File: src/rtl/pbwm_pkg.sv
// Shared constants and types for the program bank window mapper.
`timescale 1ns / 1ps

package pbwm_pkg;

	// configuration register indexes
	localparam logic [1:0] CFG_LEGACY   = 2'd0;
	localparam logic [1:0] CFG_ROM_LOG2 = 2'd1;
	localparam logic [1:0] CFG_RAM_LOG2 = 2'd2;

	// item kinds on the input tuser
	localparam logic OP_REG_WRITE = 1'b0;
	localparam logic OP_TRANSLATE = 1'b1;

	// register decode
	localparam logic [15:0] ADDR_ALIAS_FROM = 16'h4120;
	localparam logic [15:0] ADDR_ALIAS_TO   = 16'h4118;
	localparam logic [3:0]  REG_PAGE        = 4'h4;
	localparam logic [7:0]  REG_MODE        = 8'h00;
	localparam logic [7:0]  REG_HIGH_FIRST  = 8'h08;
	localparam logic [7:0]  REG_HIGH_LAST   = 8'h0F;
	localparam logic [7:0]  REG_LOW_FIRST   = 8'h18;
	localparam logic [7:0]  REG_LOW_LAST    = 8'h1F;

	// window modes
	localparam logic [2:0] MODE_32K       = 3'd0;
	localparam logic [2:0] MODE_16K_16K   = 3'd1;
	localparam logic [2:0] MODE_16K_8K_8K = 3'd2;
	localparam logic [2:0] MODE_8K_X4     = 3'd3;

	localparam logic [7:0] LEGACY_LOW_PRESET = 8'hFF;
	localparam int unsigned CHIP_ADDR_W = 24;

	typedef struct packed {
		logic select_ram;
		logic in_prg_space;
		logic reg_written;
	} result_flags_t;

endpackage

File: src/rtl/prg_bank_window_mapper_core.sv
// Top level of the program bank window mapper: register decode and address translation.
`timescale 1ns / 1ps

// Program bank window mapper.
// Input stream (s_*): one CPU access per word. tuser = op (0 register write,
// 1 translate); tdata = cpu_addr, write_data.
// Output stream (m_*): one result word per input word, in order. tuser holds
// the flags reg_written, in_prg_space, select_ram; tdata holds chip_addr.
// Config channel (cfg_*): index 0 legacy_v13, 1 rom_size_log2, 2 ram_size_log2;
// always ready; write only while the block is idle. Writing legacy_v13 also
// returns the mode and bank bytes to their reset values, except that with
// legacy on, lower bytes 0 and 4 are preset to 8'hFF.
// Each word passes the input register, then the result register.
// Throughput: one word per clock while the receiver is ready, set by the single
// pass of decode and window selection between the two registers.
// Register writes update the bank state as the word leaves the input
// register, so the following word already sees the new banks.
// When the receiver stalls, the result register holds, the input register
// fills and s_tready drops; nothing is lost or repeated.
// Reset (arst_n low) clears the pipeline, the mode and the bank bytes, and
// loads the configuration reset values (legacy off, both sizes 32K).
module prg_bank_window_mapper_core (
	input  logic        clk,
	input  logic        arst_n,
	input  logic        s_tvalid,
	output logic        s_tready,
	input  logic [23:0] s_tdata,  // [15:0] cpu_addr, [23:16] write_data
	input  logic [0:0]  s_tuser,  // [0] op
	output logic        m_tvalid,
	input  logic        m_tready,
	output logic [23:0] m_tdata,  // [23:0] chip_addr
	output logic [2:0]  m_tuser,  // [0] reg_written, [1] in_prg_space, [2] select_ram
	input  logic        cfg_valid,
	output logic        cfg_ready,
	input  logic [1:0]  cfg_index,
	input  logic [4:0]  cfg_data
);
	import pbwm_pkg::*;

	logic        legacy_q;
	logic [4:0]  rom_log2_q;
	logic [4:0]  ram_log2_q;
	logic [2:0]  mode_q;
	logic [7:0]  bank_high_q [8];
	logic [7:0]  bank_low_q  [8];

	logic        valid_s1;
	logic        op_s1;
	logic [15:0] addr_s1;
	logic [7:0]  data_s1;

	logic          valid_s2;
	result_flags_t flags_s2;
	logic [23:0]   chip_s2;

	logic advance;
	logic cfg_wr;

	assign cfg_ready = 1'b1;
	assign cfg_wr    = cfg_valid & cfg_ready;
	assign advance   = valid_s1 & (~valid_s2 | m_tready);
	assign s_tready  = ~valid_s1 | advance;

	// register write decode
	logic [15:0] waddr;
	logic        reg_hit;
	logic [7:0]  reg_sel;
	logic        wr_mode, wr_high, wr_low;

	always_comb begin
		waddr = addr_s1;
		if (legacy_q && addr_s1 == ADDR_ALIAS_FROM) begin
			waddr = ADDR_ALIAS_TO;
		end
		reg_hit = (op_s1 == OP_REG_WRITE) && (waddr[15:12] == REG_PAGE) && waddr[8];
		reg_sel = waddr[7:0];
		wr_mode = reg_hit && (reg_sel == REG_MODE);
		wr_high = reg_hit && (reg_sel inside {[REG_HIGH_FIRST:REG_HIGH_LAST]});
		wr_low  = reg_hit && (reg_sel inside {[REG_LOW_FIRST:REG_LOW_LAST]});
	end

	// window selection
	logic [2:0]  entry;
	logic [3:0]  shift;
	logic [15:0] bank;
	logic [31:0] full;
	logic [31:0] offset;
	logic        is_ram;
	logic [4:0]  size_log2;
	logic [23:0] mask;
	logic        in_prg;

	always_comb begin
		case (mode_q)
			MODE_32K: begin
				entry = 3'd0;
				shift = 4'd15;
			end
			MODE_16K_16K: begin
				entry = {addr_s1[14], 2'b00};
				shift = 4'd14;
			end
			MODE_16K_8K_8K: begin
				if (!addr_s1[14]) begin
					entry = 3'd0;
					shift = 4'd14;
				end else begin
					entry = {1'b1, addr_s1[13], 1'b0};
					shift = 4'd13;
				end
			end
			MODE_8K_X4: begin
				entry = {addr_s1[14:13], 1'b0};
				shift = 4'd13;
			end
			default: begin
				entry = addr_s1[14:12];
				shift = 4'd12;
			end
		endcase
		bank      = {bank_high_q[entry], bank_low_q[entry]};
		offset    = {16'd0, addr_s1} & ((32'd1 << shift) - 32'd1);
		full      = ({16'd0, bank} << shift) | offset;
		is_ram    = bank_high_q[entry][7];
		size_log2 = is_ram ? ram_log2_q : rom_log2_q;
		if (size_log2 >= 5'(CHIP_ADDR_W)) begin
			mask = '1;
		end else begin
			mask = 24'((32'd1 << size_log2) - 32'd1);
		end
		in_prg = (op_s1 == OP_TRANSLATE) && addr_s1[15];
	end

	// input register
	always_ff @(posedge clk or negedge arst_n) begin
		if (!arst_n) begin
			valid_s1 <= 1'b0;
		end else if (s_tready) begin
			valid_s1 <= s_tvalid;
		end
	end

	always_ff @(posedge clk) begin
		if (s_tready && s_tvalid) begin
			op_s1   <= s_tuser[0];
			addr_s1 <= s_tdata[15:0];
			data_s1 <= s_tdata[23:16];
		end
	end

	// result register
	always_ff @(posedge clk or negedge arst_n) begin
		if (!arst_n) begin
			valid_s2 <= 1'b0;
		end else if (advance) begin
			valid_s2 <= 1'b1;
		end else if (m_tready) begin
			valid_s2 <= 1'b0;
		end
	end

	always_ff @(posedge clk) begin
		if (advance) begin
			flags_s2.reg_written  <= reg_hit;
			flags_s2.in_prg_space <= in_prg;
			flags_s2.select_ram   <= in_prg & is_ram;
			chip_s2               <= in_prg ? (full[23:0] & mask) : 24'd0;
		end
	end

	// configuration and bank state
	always_ff @(posedge clk or negedge arst_n) begin
		if (!arst_n) begin
			legacy_q   <= 1'b0;
			rom_log2_q <= 5'd15;
			ram_log2_q <= 5'd15;
			mode_q     <= 3'd0;
			for (int i = 0; i < 8; i++) begin
				bank_high_q[i] <= 8'd0;
				bank_low_q[i]  <= 8'd0;
			end
		end else if (cfg_wr) begin
			case (cfg_index)
				CFG_LEGACY: begin
					legacy_q <= cfg_data[0];
					mode_q   <= 3'd0;
					// legacy presets lower bytes 0 and 4
					for (int i = 0; i < 8; i++) begin
						bank_high_q[i] <= 8'd0;
						bank_low_q[i]  <= (cfg_data[0] && (i == 0 || i == 4)) ?
							LEGACY_LOW_PRESET : 8'd0;
					end
				end
				CFG_ROM_LOG2: rom_log2_q <= cfg_data;
				CFG_RAM_LOG2: ram_log2_q <= cfg_data;
				default: ;
			endcase
		end else if (advance) begin
			if (wr_mode) begin
				mode_q <= data_s1[2:0];
			end
			if (wr_high) begin
				bank_high_q[reg_sel[2:0]] <= data_s1;
			end
			if (wr_low) begin
				bank_low_q[reg_sel[2:0]] <= data_s1;
			end
		end
	end

	assign m_tvalid = valid_s2;
	assign m_tdata  = chip_s2;
	assign m_tuser  = flags_s2;

	// a word is either a register write or a translate, never both
	a_flags_exclusive: assert property (@(posedge clk) disable iff (!arst_n)
		m_tvalid |-> !(m_tuser[0] && m_tuser[1]))
		else $error("reg_written and in_prg_space both set");

	// outside program space the address and chip select are zero
	a_outside_zero: assert property (@(posedge clk) disable iff (!arst_n)
		(m_tvalid && !m_tuser[1]) |-> (m_tdata == 24'd0 && !m_tuser[2]))
		else $error("non-zero address outside program space");

	// stalled output with a full input stage blocks intake
	a_backpressure: assert property (@(posedge clk) disable iff (!arst_n)
		(valid_s1 && valid_s2 && !m_tready) |-> !s_tready)
		else $error("input accepted while pipeline is blocked");

	// legacy enable presets the two lower bank bytes
	a_legacy_preset: assert property (@(posedge clk) disable iff (!arst_n)
		(cfg_wr && cfg_index == CFG_LEGACY && cfg_data[0]) |=>
		(bank_low_q[0] == LEGACY_LOW_PRESET && bank_low_q[4] == LEGACY_LOW_PRESET
		&& mode_q == 3'd0))
		else $error("legacy preset not applied");

	// a held result stays put while the receiver stalls
	a_stall_hold: assert property (@(posedge clk) disable iff (!arst_n)
		(m_tvalid && !m_tready) |=> (m_tvalid && $stable(m_tdata) && $stable(m_tuser)))
		else $error("result changed under stall");

endmodule
File: config.mk
export PLATFORM = sky130hd
export DESIGN_NAME = prg_bank_window_mapper_core
export DESIGN_NICKNAME = d
export VERILOG_FILES = /design/src/rtl/pbwm_pkg.sv /design/src/rtl/prg_bank_window_mapper_core.sv
export SDC_FILE = /design/constraint.sdc
export NUM_CORES = 1
export LEC_CHECK = 0
export BUFFER_PORTS_ARGS = -buffer_cell sky130_fd_sc_hd__buf_4
export CORE_MARGIN = 2
export CORE_UTILIZATION = 30
export CTS_CLUSTER_SIZE = 14
export DETAILED_ROUTE_END_ITERATION = 12
export PLACE_DENSITY = 0.54
export RECOVER_POWER = 25
export SLEW_MARGIN = 20
export SYNTH_ARGS = -nofsm -noshare
export SYNTH_HDL_FRONTEND = slang
export SYNTH_SLANG_ARGS = --single-unit
File: constraint.sdc
create_clock -name clk -period 3.6 [get_ports clk]
set_input_delay 0.18 -clock clk [delete_from_list [all_inputs] [get_ports clk]]
set_output_delay 0.18 -clock clk [all_outputs]
set_load 0.01 [all_outputs]
After elaboration in Yosys (flattened, before gate mapping)
Index checks and enable logic that the tools add are counted.
Storage, ports and cells
  register bits: 196
  bits of input ports: 37
  memory bits (writable): 0
  latch bits: 0
  memories: 0
  memory bits (read-only): 0
  word-level logic and storage cells: 119
  output and inout port bits: 30
Cells by class
  eq/ne operators: 8
  mux-type cells: 32
  order comparisons: 8
  bitwise gates (word level): 12
  multipliers: 0
  reduce and logical (&&, ||, !) cells: 25
  shift-type cells: 3
  div/mod/pow operators: 0
  add/sub/neg operators: 2
Operators with widths (number)
  $mux 64: 8
  $bwmux 64: 2
  $bmux 8 s3: 2
  $mux 8: 6
  $sub 24x1->24 const B: 2
  $and 16x24->24: 1
  $and 24x24->24: 1
  $demux 8 s3: 1
  $mux 24: 1
  $or 24x24->24: 1
  $shl 1x4->24 const A: 1
  $shl 1x5->24 const A: 1
  $shl 16x4->24: 1
  $eq 16x15->1 const B: 1
  $mux 16: 1
  $mux 3: 5
  $pmux 3 s4: 1
  $logic_and 1x1->1: 11
  $reduce_bool 2->1: 5
  $reduce_and 3->1: 3
  $ge 4x4->1 const B: 2
  $ge 8x4->1 const B: 1
  $ge 8x5->1 const B: 1
  $le 8x4->1 const B: 1
  21 further kinds: 30

Logic depth before layout (Yosys ltp)
  word-level depth: 12
  gate-level depth with buffers: 20

Worst setup path after synthesis
No wires, ideal clock.
  path type: register to register
  start point: reg mode_q[0]
  end point: reg chip_s2[18] (netlist: m_tdata[18]), data pin
  setup time: 0.284 ns
  buffers on the path: 5
  stages on the path, launching flop included: 20
  data arrival time: 3.540 ns
  setup slack: -0.225 ns
  cells stage by stage: dfrtp_1 buf_4 o31a_1 mux2_1 o211a_1 nor2_2 buf_4 buf_4 buf_4 nand3b_1 o41ai_1 nand3_1 ha_1 inv_1 clkbuf_1 nor2_1 o22ai_1 nand2_1 a221oi_1 a2111oi_2
On the way
  longest elaborated chain between the ends: 11
  elaborated cells between the ends (all ways): 24
  classes of those cells: add/sub (2); order compare (1); eq/ne (3); shift (3); mux (10); bitwise (4); reduce/logical (1)
Ends and longest elaborated chain
  from (decl): line prg_bank_window_mapper_core.sv:43  | logic [2:0] mode_q;
  from (signal assigned): line prg_bank_window_mapper_core.sv:200  | mode_q <= data_s1[2:0];
  $eq 3x2->1, or another cell as far along: line prg_bank_window_mapper_core.sv:94  | case (mode_q)
  $pmux 3 s4: line prg_bank_window_mapper_core.sv:94
  $not 3->4 (not written as such): line prg_bank_window_mapper_core.sv:121, prg_bank_window_mapper_core.sv:124
  $bmux 8 s3: line prg_bank_window_mapper_core.sv:121, prg_bank_window_mapper_core.sv:124
  $mux 8 (not written as such) (2 in series): line prg_bank_window_mapper_core.sv:121, prg_bank_window_mapper_core.sv:124
  $mux 5: line prg_bank_window_mapper_core.sv:125  | size_log2 = is_ram ? ram_log2_q : rom_log2_q;
  $shl 1x5->24: line prg_bank_window_mapper_core.sv:129  | mask = 24'((32'd1 << size_log2) - 32'd1);
  $sub 24x1->24: line prg_bank_window_mapper_core.sv:129
  $mux 24: line prg_bank_window_mapper_core.sv:126  | if (size_log2 >= 5'(CHIP_ADDR_W)) begin
  $and 24x24->24 (*): line prg_bank_window_mapper_core.sv:167  | chip_s2 <= in_prg ? (full[23:0] & mask) : 24'd0;
  to (signal assigned): line prg_bank_window_mapper_core.sv:167
  to (decl): line prg_bank_window_mapper_core.sv:54  | logic [23:0] chip_s2;
Every way passes the cells marked *; elsewhere a longest branch is shown, timed or not. The select of a mux whose other input is x is not followed.
A chain may end at the register's enable or synchronous reset.

Worst setup path in the final report
  start point: reg mode_q[1]
  end point: reg chip_s2[18] (netlist: m_tdata[18]), data pin
Same word-level chain as after synthesis.

==> impl_metrics.yaml <==
status:
  status: "finished, final reports clean"
routing:
  viasPerCell: 5.611
  drcViolationCount: 0
  via_count: 8310
  drt_iter0_drc: 720
  drt_wl_total_um: 31820
  wl_per_cell_um: 21.48
  antenna_left: 0
  first_pass_iters: 5
power:
  peakVddDrop_mv: 0.3616
  leakage_nw: 4.846
  finalPower_mw: 6.391
  p_per_area_nw_per_um2: 550.5
setup_path:
  reg2regPathDepth: 12
  cpLargestDelayFamily: "compound AO/OA/AOI/OAI gates"
  crit_fanout: 9
  critPathCaptureType: "register"
  r2r_end: "m_tdata[18]$_SDFFCE_PN0P_"
  crit_slowest_cell: "dfrtp_1"
  crit_buf_inv: 0
  r2r_slack_ps: 140
  timing.rr.start: "mode_q[1]$_DFFE_PN0P_"
  path_cells: "o31a_1 > mux2_1 > o211a_1 > nor2_4 > mux2i_1 > nand3_1 > ha_4 > nor2_2 > a22oi_1 > nor4_1 > a31oi_1 > a2111oi_2"
  timing.critical_path.arrival_ps: 3700
  cp_slowest_stage_delay_ps: 390
  path_class: "reg -> reg"
  cp-start-kind: "register"
  worstPathRequired_ps: 3850
  cp_num_cells: 12
cts:
  cts_tree: "built"
  cts.sinks: 172
  clk_latency_ps: 440
  ctsHtreeMaxLevel: 4
  cts.path.max_buffers: 2
  cts_inserted_buffers: 17
  root_buffer: "clkbuf_16"
  path_clk_slew_ps: 80
final_layout:
  layout_common_cells: "141 x nand2_1, 127 x o21ai_0, 112 x dfrtp_1, 111 x a22oi_1, 94 x buf_4"
  final_area_um2: 11610
  drive_gt1_frac: 0.2002
  num_antenna_cells: 0
  area_delta_synth_final_pct: 21.48
  stdcell_count: 1481
  layout_commonest_cell: "nand2_1"
  final_nets: 1104
  fillers: 3184
synth:
  ys_async_sr_fraction: 0.6977
  yosys_warnings: 0
  synth_area_leaders: "dfrtp_1 29%, edfxtp_1 16%, a22oi_1 8.7%"
  syn_nets: 1017
  yosys.cell_types.count: 76
  synthCells: 979
  synth_top_cell_area_share: 0.2933
  netlist_area_um2: 9557
  synth_edf_count: 52
  synth.largest_area_cell: "dfrtp_1"
  synth_ff_type: "dfrtp_1"
  ys_seq_elements: 172
  yosysSeqAreaShare: 0.4787
  avgSynthCellArea_um2: 9.762
place:
  port_buffers: 65
  post-place-cells: 1413
  hpwl_um: 21710
  routabilityCongestion: 0.8933
  place_area_um2: 10640
global_route:
  grt-ovfl-total: 0
  grt_pass1_vias: 8144
  antenna_found_initial: 0
  grt_max_degree: 109
  grt_pass1_wl_um: 49130
  track_usage: 0.1920
sta:
  finalHoldViolCount: 0
  worst-slew-pin-transition_ps: 1495
  max_freq_mhz: 289.1
  tns_ps: 0
  max_slew_margin: 0.003328
  slew_viol_final: 0
  setup_viol: 0
  hold_ws_ps: 21.58
  period_needed_ps: 3459
  finalClockSkew_ps: 12.76
  period_share: 0.9608
floorplanning:
  dieArea_um2: 33300
  die_x_um: 182.5
  placementRows: 65
  start_util: 0.3036
  die_h_um: 182.5
  coreArea_um2: 31470
  io-pin-count: 67
min_path:
  hp-start: "m_tready"
  worstHoldPathType: "in -> reg"
  whs_path_depth: 3
  worst_hold_path.endpoint: "m_tvalid$_DFFE_PN0P_"
job:
  cap_violations: 0
flip-flops by register name, indices dropped and copies added, names as in the netlist:
name / cells
legacy_q: 1
op_s1: 1
ram_log2_q: 5
m_tvalid: 1
addr_s1: 16
m_tdata: 24
valid_s1: 1
mode_q: 3
data_s1: 8
m_tuser: 3
bank_low_q: 64
rom_log2_q: 5
bank_high_q: 40
cell usage after synthesis, types with 6 or more instances:
library cell and count:
nand3b_1 9, nor2_1 49, mux2i_1 29, edfxtp_1 52
buf_4 7, a221oi_1 6, nand4_1 7, buf_2 13
and3_1 6, inv_1 7, o21ai_0 127, a22oi_1 111
nor3_1 18, mux4_2 11, mux2_2 18, a211oi_1 9
buf_1 9, nor2_8 6, dfstp_2 8, dfrtp_1 112
a21oi_1 34, clkbuf_1 63, nand2_1 141, nand3_1 20
routing by layer:
metal  vias up  global-route usage  part of all wire
met3        39             0.03652             0.056
met1      4139              0.2636              0.46
met4         0             0.05613             0.018
li1       3852                   -                 -
met2       280              0.3081              0.47
met5         -                   0                 0
what timing repair did:
| item | in CTS | in global routing |
|---|---|---|
| setup endpoints to repair | 1 | 7 |
| gates resized for setup | 2 | 7 |
| buffers inserted | 2 | 3 |
| pin swaps | 0 | 4 |
| hold buffers | 31 | 0 |
| endpoints found under the hold margin | 86 | 0 |
stage by stage:
step,util,worst slack (ps)
4_1_cts,0.3684,42.58
2_1_floorplan,-,20.98
6_report,0.3689,141.1
3_3_place_gp,0.3381,36.06
3_5_place_dp,0.3381,-52.95
5_1_grt,0.3689,-2.515
kinds of logic (layout without fill, tap and decap cells):
logic type,after synthesis,count (layout),synth area share
fa+ha+maj,1,1,0.001309
xor+xnor,2,2,0.001833
compound gates,348,348,0.2387
simple gates,294,294,0.1533
mux,59,59,0.07869
flops,172,172,0.4787
buf+inv,102,202,0.04713
other cells,1,1,0.0003924
how the worst max path moves through the flow:
stage / startpoint / end / slack [ps]
5_1_grt: mode_q[1]$_DFFE_PN0P_ / m_tdata[18]$_SDFFCE_PN0P_ / -3
3_3_place_gp: mode_q[1]$_DFFE_PN0P_ / m_tdata[22]$_SDFFCE_PN0P_ / 40
2_1_floorplan: mode_q[0]$_DFFE_PN0P_ / m_tdata[18]$_SDFFCE_PN0P_ / 20
6_report: mode_q[1]$_DFFE_PN0P_ / m_tdata[18]$_SDFFCE_PN0P_ / 140
3_5_place_dp: addr_s1[14]$_DFFE_PP_ / m_tdata[22]$_SDFFCE_PN0P_ / -50
4_1_cts: mode_q[1]$_DFFE_PN0P_ / m_tdata[22]$_SDFFCE_PN0P_ / 40
final cells by class:
cell class              count  area, µm²  area share
multi-input cells         705       4612      0.3972
flip-flops and latches    172       4574      0.3940
repair buffers            163       1282      0.1105
well taps                 402      503.0     0.04332
clock buffers              20      467.9     0.04031
clock inverters            12      143.9     0.01239
inverters                   7      26.28    0.002263
where the power goes:
group | total (mW) | internal [mW] | switching [mW]
Clock | 1.96 | 1.10 | 0.861
Sequential | 2.60 | 2.32 | 0.284
Combinational | 1.83 | 0.774 | 1.05
worst min-delay path, stage by stage:
cell      delay (ps)
buf_4             80
nand2b_1         110
nand2b_1          60
No activity file was read; power rests on OpenSTA's default activity.
